**src/sv/sidtoa_pkg.sv**
```systemverilog
// Shared constants, types and elaboration-time helpers for the signed
// integer to decimal ASCII core. No dependencies.
`default_nettype none

package sidtoa_pkg;

    localparam int NUMBER_W = 28;          // input field width, two's complement
    localparam int MAG_W    = 28;          // magnitude width, holds 2**27
    localparam int DIGIT_W  = 4;           // one BCD digit
    localparam int CHAR_W   = 6;           // output character field width

    typedef logic [CHAR_W-1:0] t_char;

    localparam t_char CHAR_MINUS = 6'd45;  // '-'
    localparam t_char CHAR_ZERO  = 6'd48;  // '0'

    // 10**n, evaluated at elaboration only
    function automatic logic [63:0] pow10(input int n);
        logic [63:0] w;
        w = 64'd1;
        for (int i = 0; i < n; i++) begin
            w = w * 64'd10;
        end
        return w;
    endfunction

endpackage

`default_nettype wire

```
**src/sv/sidtoa_digit_cell.sv**
```systemverilog
// One cell of the digit chain: extracts the decimal digit of one fixed
// place from the remainder and hands the word on. Depends on sidtoa_pkg.
`default_nettype none

module sidtoa_digit_cell #(
    parameter int DIGIT_PLACES = 8,
    parameter int PLACE        = 0       // 0 is the most significant place
) (
    input  wire logic                                     i_clk,
    input  wire logic                                     i_rst_n,
    // upstream: remainder, sign, digits so far
    input  wire logic                                     i_valid,
    output logic                                          o_ready,
    input  wire logic [sidtoa_pkg::MAG_W+DIGIT_PLACES*sidtoa_pkg::DIGIT_W:0] i_word,
    // downstream
    output logic                                          o_valid,
    input  wire logic                                     i_ready,
    output logic [sidtoa_pkg::MAG_W+DIGIT_PLACES*sidtoa_pkg::DIGIT_W:0] o_word
);
    import sidtoa_pkg::*;

    localparam int          WORD_W = MAG_W + DIGIT_PLACES * DIGIT_W + 1;
    localparam logic [63:0] WEIGHT = pow10(DIGIT_PLACES - 1 - PLACE);

    logic                r_valid;
    logic [WORD_W-1:0]   r_word;
    logic [WORD_W-1:0]   n_word;
    logic [MAG_W-1:0]    rem_in;
    logic [DIGIT_W-1:0]  digit;
    logic [MAG_W-1:0]    sub;
    logic                load;

    assign rem_in  = i_word[MAG_W-1:0];
    assign o_ready = !r_valid || i_ready;
    assign load    = i_valid && o_ready;

    // nine parallel compares against the multiples of this place's weight
    always_comb begin
        digit = '0;
        sub   = '0;
        for (int d = 1; d < 10; d++) begin
            if ({{(64-MAG_W){1'b0}}, rem_in} >= 64'(d) * WEIGHT) begin
                digit = DIGIT_W'(d);
                sub   = MAG_W'(64'(d) * WEIGHT);
            end
        end
        n_word                                    = i_word;
        n_word[MAG_W-1:0]                         = rem_in - sub;
        n_word[MAG_W+1+PLACE*DIGIT_W +: DIGIT_W]  = digit;
    end

    always_ff @(posedge i_clk) begin
        if (!i_rst_n) begin
            r_valid <= 1'b0;
        end else if (o_ready) begin
            r_valid <= i_valid;
        end
        if (load) begin
            r_word <= n_word;
        end
    end

    assign o_valid = r_valid;
    assign o_word  = r_word;

endmodule

`default_nettype wire

```
**src/sv/sidtoa_serializer.sv**
```systemverilog
// Turns one finished sign/digit word into a run of ASCII beats, dropping
// leading zeros. Depends on sidtoa_pkg.
`default_nettype none

module sidtoa_serializer #(
    parameter int DIGIT_PLACES = 8
) (
    input  wire logic                                               i_clk,
    input  wire logic                                               i_rst_n,
    input  wire logic                                               i_valid,
    output logic                                                    o_ready,
    input  wire logic                                               i_sign,
    input  wire logic [DIGIT_PLACES*sidtoa_pkg::DIGIT_W-1:0]        i_digits,
    output logic                                                    o_valid,
    input  wire logic                                               i_ready,
    output sidtoa_pkg::t_char                                       o_char,
    output logic                                                    o_last
);
    import sidtoa_pkg::*;

    localparam int IDX_W = (DIGIT_PLACES > 1) ? $clog2(DIGIT_PLACES) : 1;
    localparam logic [IDX_W-1:0] LAST_IDX = IDX_W'(DIGIT_PLACES - 1);

    logic                              r_valid;
    logic                              r_minus;
    logic [IDX_W-1:0]                  r_idx;
    logic [DIGIT_PLACES*DIGIT_W-1:0]   r_digits;
    logic [IDX_W-1:0]                  start_idx;
    logic [DIGIT_W-1:0]                cur_digit;
    logic                              take;

    // first nonzero place; an all-zero word starts on the units place
    always_comb begin
        start_idx = LAST_IDX;
        for (int i = DIGIT_PLACES - 1; i >= 0; i--) begin
            if (i_digits[i*DIGIT_W +: DIGIT_W] != '0) begin
                start_idx = IDX_W'(i);
            end
        end
    end

    assign cur_digit = r_digits[r_idx*DIGIT_W +: DIGIT_W];
    assign o_last    = !r_minus && (r_idx == LAST_IDX);
    assign o_char    = r_minus ? CHAR_MINUS : CHAR_ZERO + t_char'(cur_digit);
    assign o_valid   = r_valid;
    assign take      = r_valid && i_ready;
    assign o_ready   = !r_valid || (i_ready && o_last);

    always_ff @(posedge i_clk) begin
        if (!i_rst_n) begin
            r_valid <= 1'b0;
        end else if (o_ready) begin
            r_valid <= i_valid;
        end
        if (o_ready && i_valid) begin
            r_minus  <= i_sign;
            r_idx    <= start_idx;
            r_digits <= i_digits;
        end else if (take) begin
            if (r_minus) begin
                r_minus <= 1'b0;
            end else begin
                r_idx <= r_idx + IDX_W'(1);
            end
        end
    end

endmodule

`default_nettype wire

```
**src/sv/signed_int_to_decimal_ascii_core.sv**
```systemverilog
// Top level of the signed integer to decimal ASCII core: front stage,
// digit cell chain and serializer. Depends on sidtoa_pkg, sidtoa_digit_cell,
// sidtoa_serializer.
//
//  channel  | dir | tdata bits (low up)           | tuser | tlast
//  ---------+-----+-------------------------------+-------+----------------------
//  s_axis   | in  | number[27:0] signed, 4'b0 pad | -     | -
//  m_axis   | out | character[5:0], 2'b0 pad      | -     | last char of number
//
// Output: one character beat per cycle on m_axis while m_axis tready is high;
//   a number takes 1 to DIGIT_PLACES+1 beats (sign plus significant digits),
//   paced by the serializer's output port. An input beat passes the front
//   stage, digit cell and serializer registers before its first character.
// The chain holds up to DIGIT_PLACES+1 numbers in flight while the
//   serializer drains; s_axis keeps accepting until the chain fills.
// Reset (i_rst_n low, synchronous) empties every stage; nothing else to clear.
// Stalls on m_axis back up the chain stage by stage to s_axis tready.
`default_nettype none

module signed_int_to_decimal_ascii_core #(
    parameter int DIGIT_PLACES = 8
) (
    input  wire logic        i_clk,
    input  wire logic        i_rst_n,
    input  wire logic        i_s_axis_tvalid,
    output logic             o_s_axis_tready,
    input  wire logic [31:0] i_s_axis_tdata,   // [27:0] number
    output logic             o_m_axis_tvalid,
    input  wire logic        i_m_axis_tready,
    output logic [7:0]       o_m_axis_tdata,   // [5:0] character
    output logic             o_m_axis_tlast    // last_char
);
    import sidtoa_pkg::*;

    localparam int          DIG_BITS = DIGIT_PLACES * DIGIT_W;
    localparam int          WORD_W   = MAG_W + DIG_BITS + 1;
    localparam logic [63:0] LIMIT    = pow10(DIGIT_PLACES) - 64'd1;

    // ---------------- front stage: magnitude, sign, saturation -------------
    logic [NUMBER_W-1:0] raw;
    logic                neg;
    logic [MAG_W-1:0]    mag_abs;
    logic [MAG_W-1:0]    mag_sat;
    logic                r_front_valid;
    logic                r_front_sign;
    logic [MAG_W-1:0]    r_front_mag;
    logic                front_ready;

    assign raw     = i_s_axis_tdata[NUMBER_W-1:0];
    assign neg     = raw[NUMBER_W-1];
    // the most negative pattern negates to 2**27, which fits unsigned
    assign mag_abs = neg ? MAG_W'(~raw + NUMBER_W'(1)) : MAG_W'(raw);
    assign mag_sat = ({{(64-MAG_W){1'b0}}, mag_abs} > LIMIT) ? MAG_W'(LIMIT) : mag_abs;

    assign o_s_axis_tready = !r_front_valid || front_ready;

    always_ff @(posedge i_clk) begin
        if (!i_rst_n) begin
            r_front_valid <= 1'b0;
        end else if (o_s_axis_tready) begin
            r_front_valid <= i_s_axis_tvalid;
        end
        if (o_s_axis_tready && i_s_axis_tvalid) begin
            r_front_sign <= neg;
            r_front_mag  <= mag_sat;
        end
    end

    // ---------------- digit chain, most significant place first ------------
    logic [DIGIT_PLACES:0]  chain_valid;
    logic [DIGIT_PLACES:0]  chain_ready;
    logic [WORD_W-1:0]      chain_word [DIGIT_PLACES+1];

    assign chain_valid[0] = r_front_valid;
    assign chain_word[0]  = {{DIG_BITS{1'b0}}, r_front_sign, r_front_mag};
    assign front_ready    = chain_ready[0];

    for (genvar k = 0; k < DIGIT_PLACES; k++) begin : g_cell
        sidtoa_digit_cell #(
            .DIGIT_PLACES (DIGIT_PLACES),
            .PLACE        (k)
        ) u_cell (
            .i_clk   (i_clk),
            .i_rst_n (i_rst_n),
            .i_valid (chain_valid[k]),
            .o_ready (chain_ready[k]),
            .i_word  (chain_word[k]),
            .o_valid (chain_valid[k+1]),
            .i_ready (chain_ready[k+1]),
            .o_word  (chain_word[k+1])
        );
    end

    // ---------------- serializer ------------------------------------------
    t_char ser_char;

    sidtoa_serializer #(
        .DIGIT_PLACES (DIGIT_PLACES)
    ) u_ser (
        .i_clk    (i_clk),
        .i_rst_n  (i_rst_n),
        .i_valid  (chain_valid[DIGIT_PLACES]),
        .o_ready  (chain_ready[DIGIT_PLACES]),
        .i_sign   (chain_word[DIGIT_PLACES][MAG_W]),
        .i_digits (chain_word[DIGIT_PLACES][WORD_W-1:MAG_W+1]),
        .o_valid  (o_m_axis_tvalid),
        .i_ready  (i_m_axis_tready),
        .o_char   (ser_char),
        .o_last   (o_m_axis_tlast)
    );

    assign o_m_axis_tdata = {2'b00, ser_char};

    // ---------------- checks ----------------------------------------------
    // a minus sign is never the closing character
    a_minus_not_last: assert property (@(posedge i_clk) disable iff (!i_rst_n)
        o_m_axis_tvalid && (ser_char == CHAR_MINUS) |-> !o_m_axis_tlast)
        else $error("minus sign marked last");

    // only '-' or a decimal digit leaves the block
    a_char_legal: assert property (@(posedge i_clk) disable iff (!i_rst_n)
        o_m_axis_tvalid |-> (ser_char == CHAR_MINUS) ||
            ((ser_char >= CHAR_ZERO) && (ser_char <= CHAR_ZERO + t_char'(9))))
        else $error("illegal character");

    // a beat after the minus sign is always a nonzero leading digit
    a_lead_digit: assert property (@(posedge i_clk) disable iff (!i_rst_n)
        o_m_axis_tvalid && i_m_axis_tready && (ser_char == CHAR_MINUS) |=>
            o_m_axis_tvalid && (ser_char != CHAR_ZERO) && (ser_char != CHAR_MINUS))
        else $error("minus not followed by leading digit");

    // reset empties the output
    a_reset_empty: assert property (@(posedge i_clk)
        !i_rst_n |=> !o_m_axis_tvalid)
        else $error("output valid after reset");

endmodule

`default_nettype wire

```
**config.mk**
```make
export PLATFORM = sky130hd
export DESIGN_NAME = signed_int_to_decimal_ascii_core
export DESIGN_NICKNAME = d
export VERILOG_FILES = /design/src/sv/sidtoa_pkg.sv /design/src/sv/sidtoa_digit_cell.sv /design/src/sv/sidtoa_serializer.sv /design/src/sv/signed_int_to_decimal_ascii_core.sv
export SDC_FILE = /design/constraint.sdc
export NUM_CORES = 1
export LEC_CHECK = 0
export BUFFER_PORTS_ARGS = -buffer_cell sky130_fd_sc_hd__buf_2
export CORE_MARGIN = 2
export CORE_UTILIZATION = 65
export DETAILED_ROUTE_END_ITERATION = 8
export PLACE_DENSITY = 0.82
export SYNTH_ARGS = -nofsm -noshare
export SYNTH_HDL_FRONTEND = slang
export SYNTH_HIERARCHICAL = 1
export SYNTH_SLANG_ARGS = --single-unit
```
**constraint.sdc**
```tcl
create_clock -name i_clk -period 10.6 [get_ports i_clk]
set_input_delay 1.06 -clock i_clk [delete_from_list [all_inputs] [get_ports i_clk]]
set_output_delay 1.06 -clock i_clk [all_outputs]
set_load 0.1 [all_outputs]
```
==> metrics.cfg <==
[finish]
n_fill_cell=2603
syn2layout_area_growth_pct=6.724
final_layout_size_suffix_gt1_share_pct=9.621
num-nets-final=2319
design_area_sq_um=26100
antenna_cells=0

[clock_network]
clk_latency_ns=0.58
cts.clk_slew.worst_paths_ns=0.07
h-tree-depth=2
root_buffer=clkbuf_16
clock-sinks=423
cts_resized=0
numCtsBuffers=42
post-cts-setup-buffers=0
hold_buffers=0
cts_buffer_depth=3
cts_tree=yes

[setup_path]
r2r_start=g_cell[4].u_cell/o_word[13]
crit_chain=nor4_2, nand4_1, or4_4, o21ai_1, a21o_1, ha_1, inv_1, fa_1, a211oi_1, nor2_1, o32ai_1, nand3_1, xnor2_1
r2r_end=g_cell[5].u_cell/o_word[14]
max_stage_delay_ns=1.06
cp_max_fo=10
reg2reg_slack_ns=5.18
cp-start-kind=register
required_ns=10.91
critPathArrivalTime_ns=5.73
end_kind=register
reg2regPathDepth=13
critical_path_class=register to register
cp_slowest_cell=o32ai_1

[place]
placed_area_sq_um=24820
dpl.hpwl_um=36380
gp_congestion=0.9631
port_buffers=39

[sta]
hold_ws_ns=0.3934
rsz0062_at_grt=false
tightest_slew_ns=1.265
skew_ns=0.03911
fin_setup_tns_ns=0
finalCritPeriodShare_pct=51.12
slew_violations=0
setup_viol=0
period_needed_ns=5.418
hold_violations=0
max_freq_mhz=184.6
slew_headroom_pct=15.44

[global_routing]
antenna_found_initial=0
grt_max_degree=58
grt_pass1_vias=16979
grt_usage_pct=26.56
grt-ovfl-total=0
busiest_layer=met2
grt_pass1_wl_um=83680
grt_util_met2_pct=50.17
grt_use_met1_pct=29.97
use_met3_pct=3.270

[die]
fp-row-count=71
num_io_pins=47
initial_core_util_pct=65.54
core_sq_um=37310
dieArea_sq_um=39190
die_w_um=198.0
die_h_um=198.0

[min_path]
whs_endpoint=g_cell[4].u_cell/o_word[35]
min_path_cells=0
hold_path_class=register to register
hold_start=g_cell[3].u_cell/o_word[35]

[logic_synthesis]
syn_avg_cell_area_sq_um=11.17
synth_area_sq_um=24450
syn_inst=2189
ys_warn_count=6

[flow_run]
drv_cap=0

[power_and_ir_drop]
leakage_nw=8.643
powerDensity_nw_per_um2=146.1
seq_power_share_pct=51.8
clkPwrFrac_pct=36.3
intPower_mw=2.839
switching_share_pct=25.53
power.switching_mw=0.9736
power.share.combinational_pct=12.0
peakVddDrop_mv=0.1314

[route]
drtPass1Iterations=5
drt_iter0_drc=1395
wire_per_inst_um=19.02
vias_per_cell=6.448
wirelength_um=51130
antenna_left=0
drc=0
dr_total_vias=17332

[outcome]
status=complete, no violations

==> through the flow <==
stage                     worst slack, ns  std cells  power [mW]  utilization [%]
after global routing                4.883       2688       3.955            69.94
after detailed placement            5.354       2614       2.455            66.53
after CTS                           5.332       2688       3.829            69.94
after global placement              5.638       2614       2.439            66.53
after floorplan                     6.066       2191       2.342                -
final                               5.182       2688       3.813            69.94
==> critical path: cells and delay by family (launching register included) <==
kind | cells | cell delay, ns
fa+ha+maj | 2 | 0.61
xor+xnor | 1 | 0.19
flops | 1 | 0.44
buf+inv | 1 | 0.07
simple gates | 5 | 2.12
compound gates | 4 | 1.73
==> power by group through the flow <==
stage	sequential [mW]	clock, mW	combinational, mW
4_1_cts	1.97	1.41	0.451
3_5_place_dp	2.01	0	0.448
6_report	1.97	1.38	0.456
2_1_floorplan	1.95	0	0.396
3_3_place_gp	2.01	0	0.434
5_1_grt	1.98	1.47	0.507
==> flip-flops by register name, indices dropped and copies added (netlist names) <==
| signal | count |
|---|---|
| u_ser/r_minus | 1 |
| g_cell.u_cell/o_valid | 8 |
| r_front_valid | 1 |
| g_cell.u_cell/o_word | 348 |
| u_ser/r_idx | 3 |
| r_front_sign | 1 |
| u_ser/r_digits | 32 |
| r_front_mag | 28 |
| u_ser/o_valid | 1 |
==> final cells by class <==
cell class / instances / area, sq um / share of cell area (%)
inverter: 85 / 319.1 / 1.223
multi-input combinational: 1588 / 11070 / 42.44
timing repair buffer: 44 / 232.7 / 0.8918
clock buffer: 52 / 1089 / 4.171
sequential: 423 / 12600 / 48.29
tap: 474 / 593.1 / 2.273
clock inverter: 22 / 186.4 / 0.7144
==> routing by layer <==
metal | share of wire (%) | vias up
li1 | - | 8327
met1 | 39 | 8277
met2 | 53 | 580
met3 | 4.1 | 148
met4 | 4.0 | 0
met5 | 0 | -
==> cell usage in the layout (no fill, tap or decap), drive strengths merged, types with 30 or more instances in the layout <==
master  count
a21o       40
a21oi     124
buf        44
clkbuf     52
edfxtp    413
ha         92
inv        89
nand2     150
nand2b     31
nand3      70
nand4      30
nor2      178
nor3       65
nor4       54
o21a       34
o21ai     122
xnor2      89
xor2       75
==> how the worst max path moves through the flow <==
stage | start | depth (start not counted) | end
after detailed placement | g_cell[4].u_cell/o_word[13] | 13 | g_cell[5].u_cell/o_word[14]
after global routing | g_cell[4].u_cell/o_word[13] | 13 | g_cell[5].u_cell/o_word[14]
after floorplan | g_cell[4].u_cell/o_word[21] | 14 | g_cell[5].u_cell/o_word[18]
final | g_cell[4].u_cell/o_word[13] | 13 | g_cell[5].u_cell/o_word[14]
after global placement | g_cell[4].u_cell/o_word[13] | 13 | g_cell[5].u_cell/o_word[18]
after CTS | g_cell[4].u_cell/o_word[13] | 13 | g_cell[5].u_cell/o_word[18]
(Power assumes the default switching activity.)
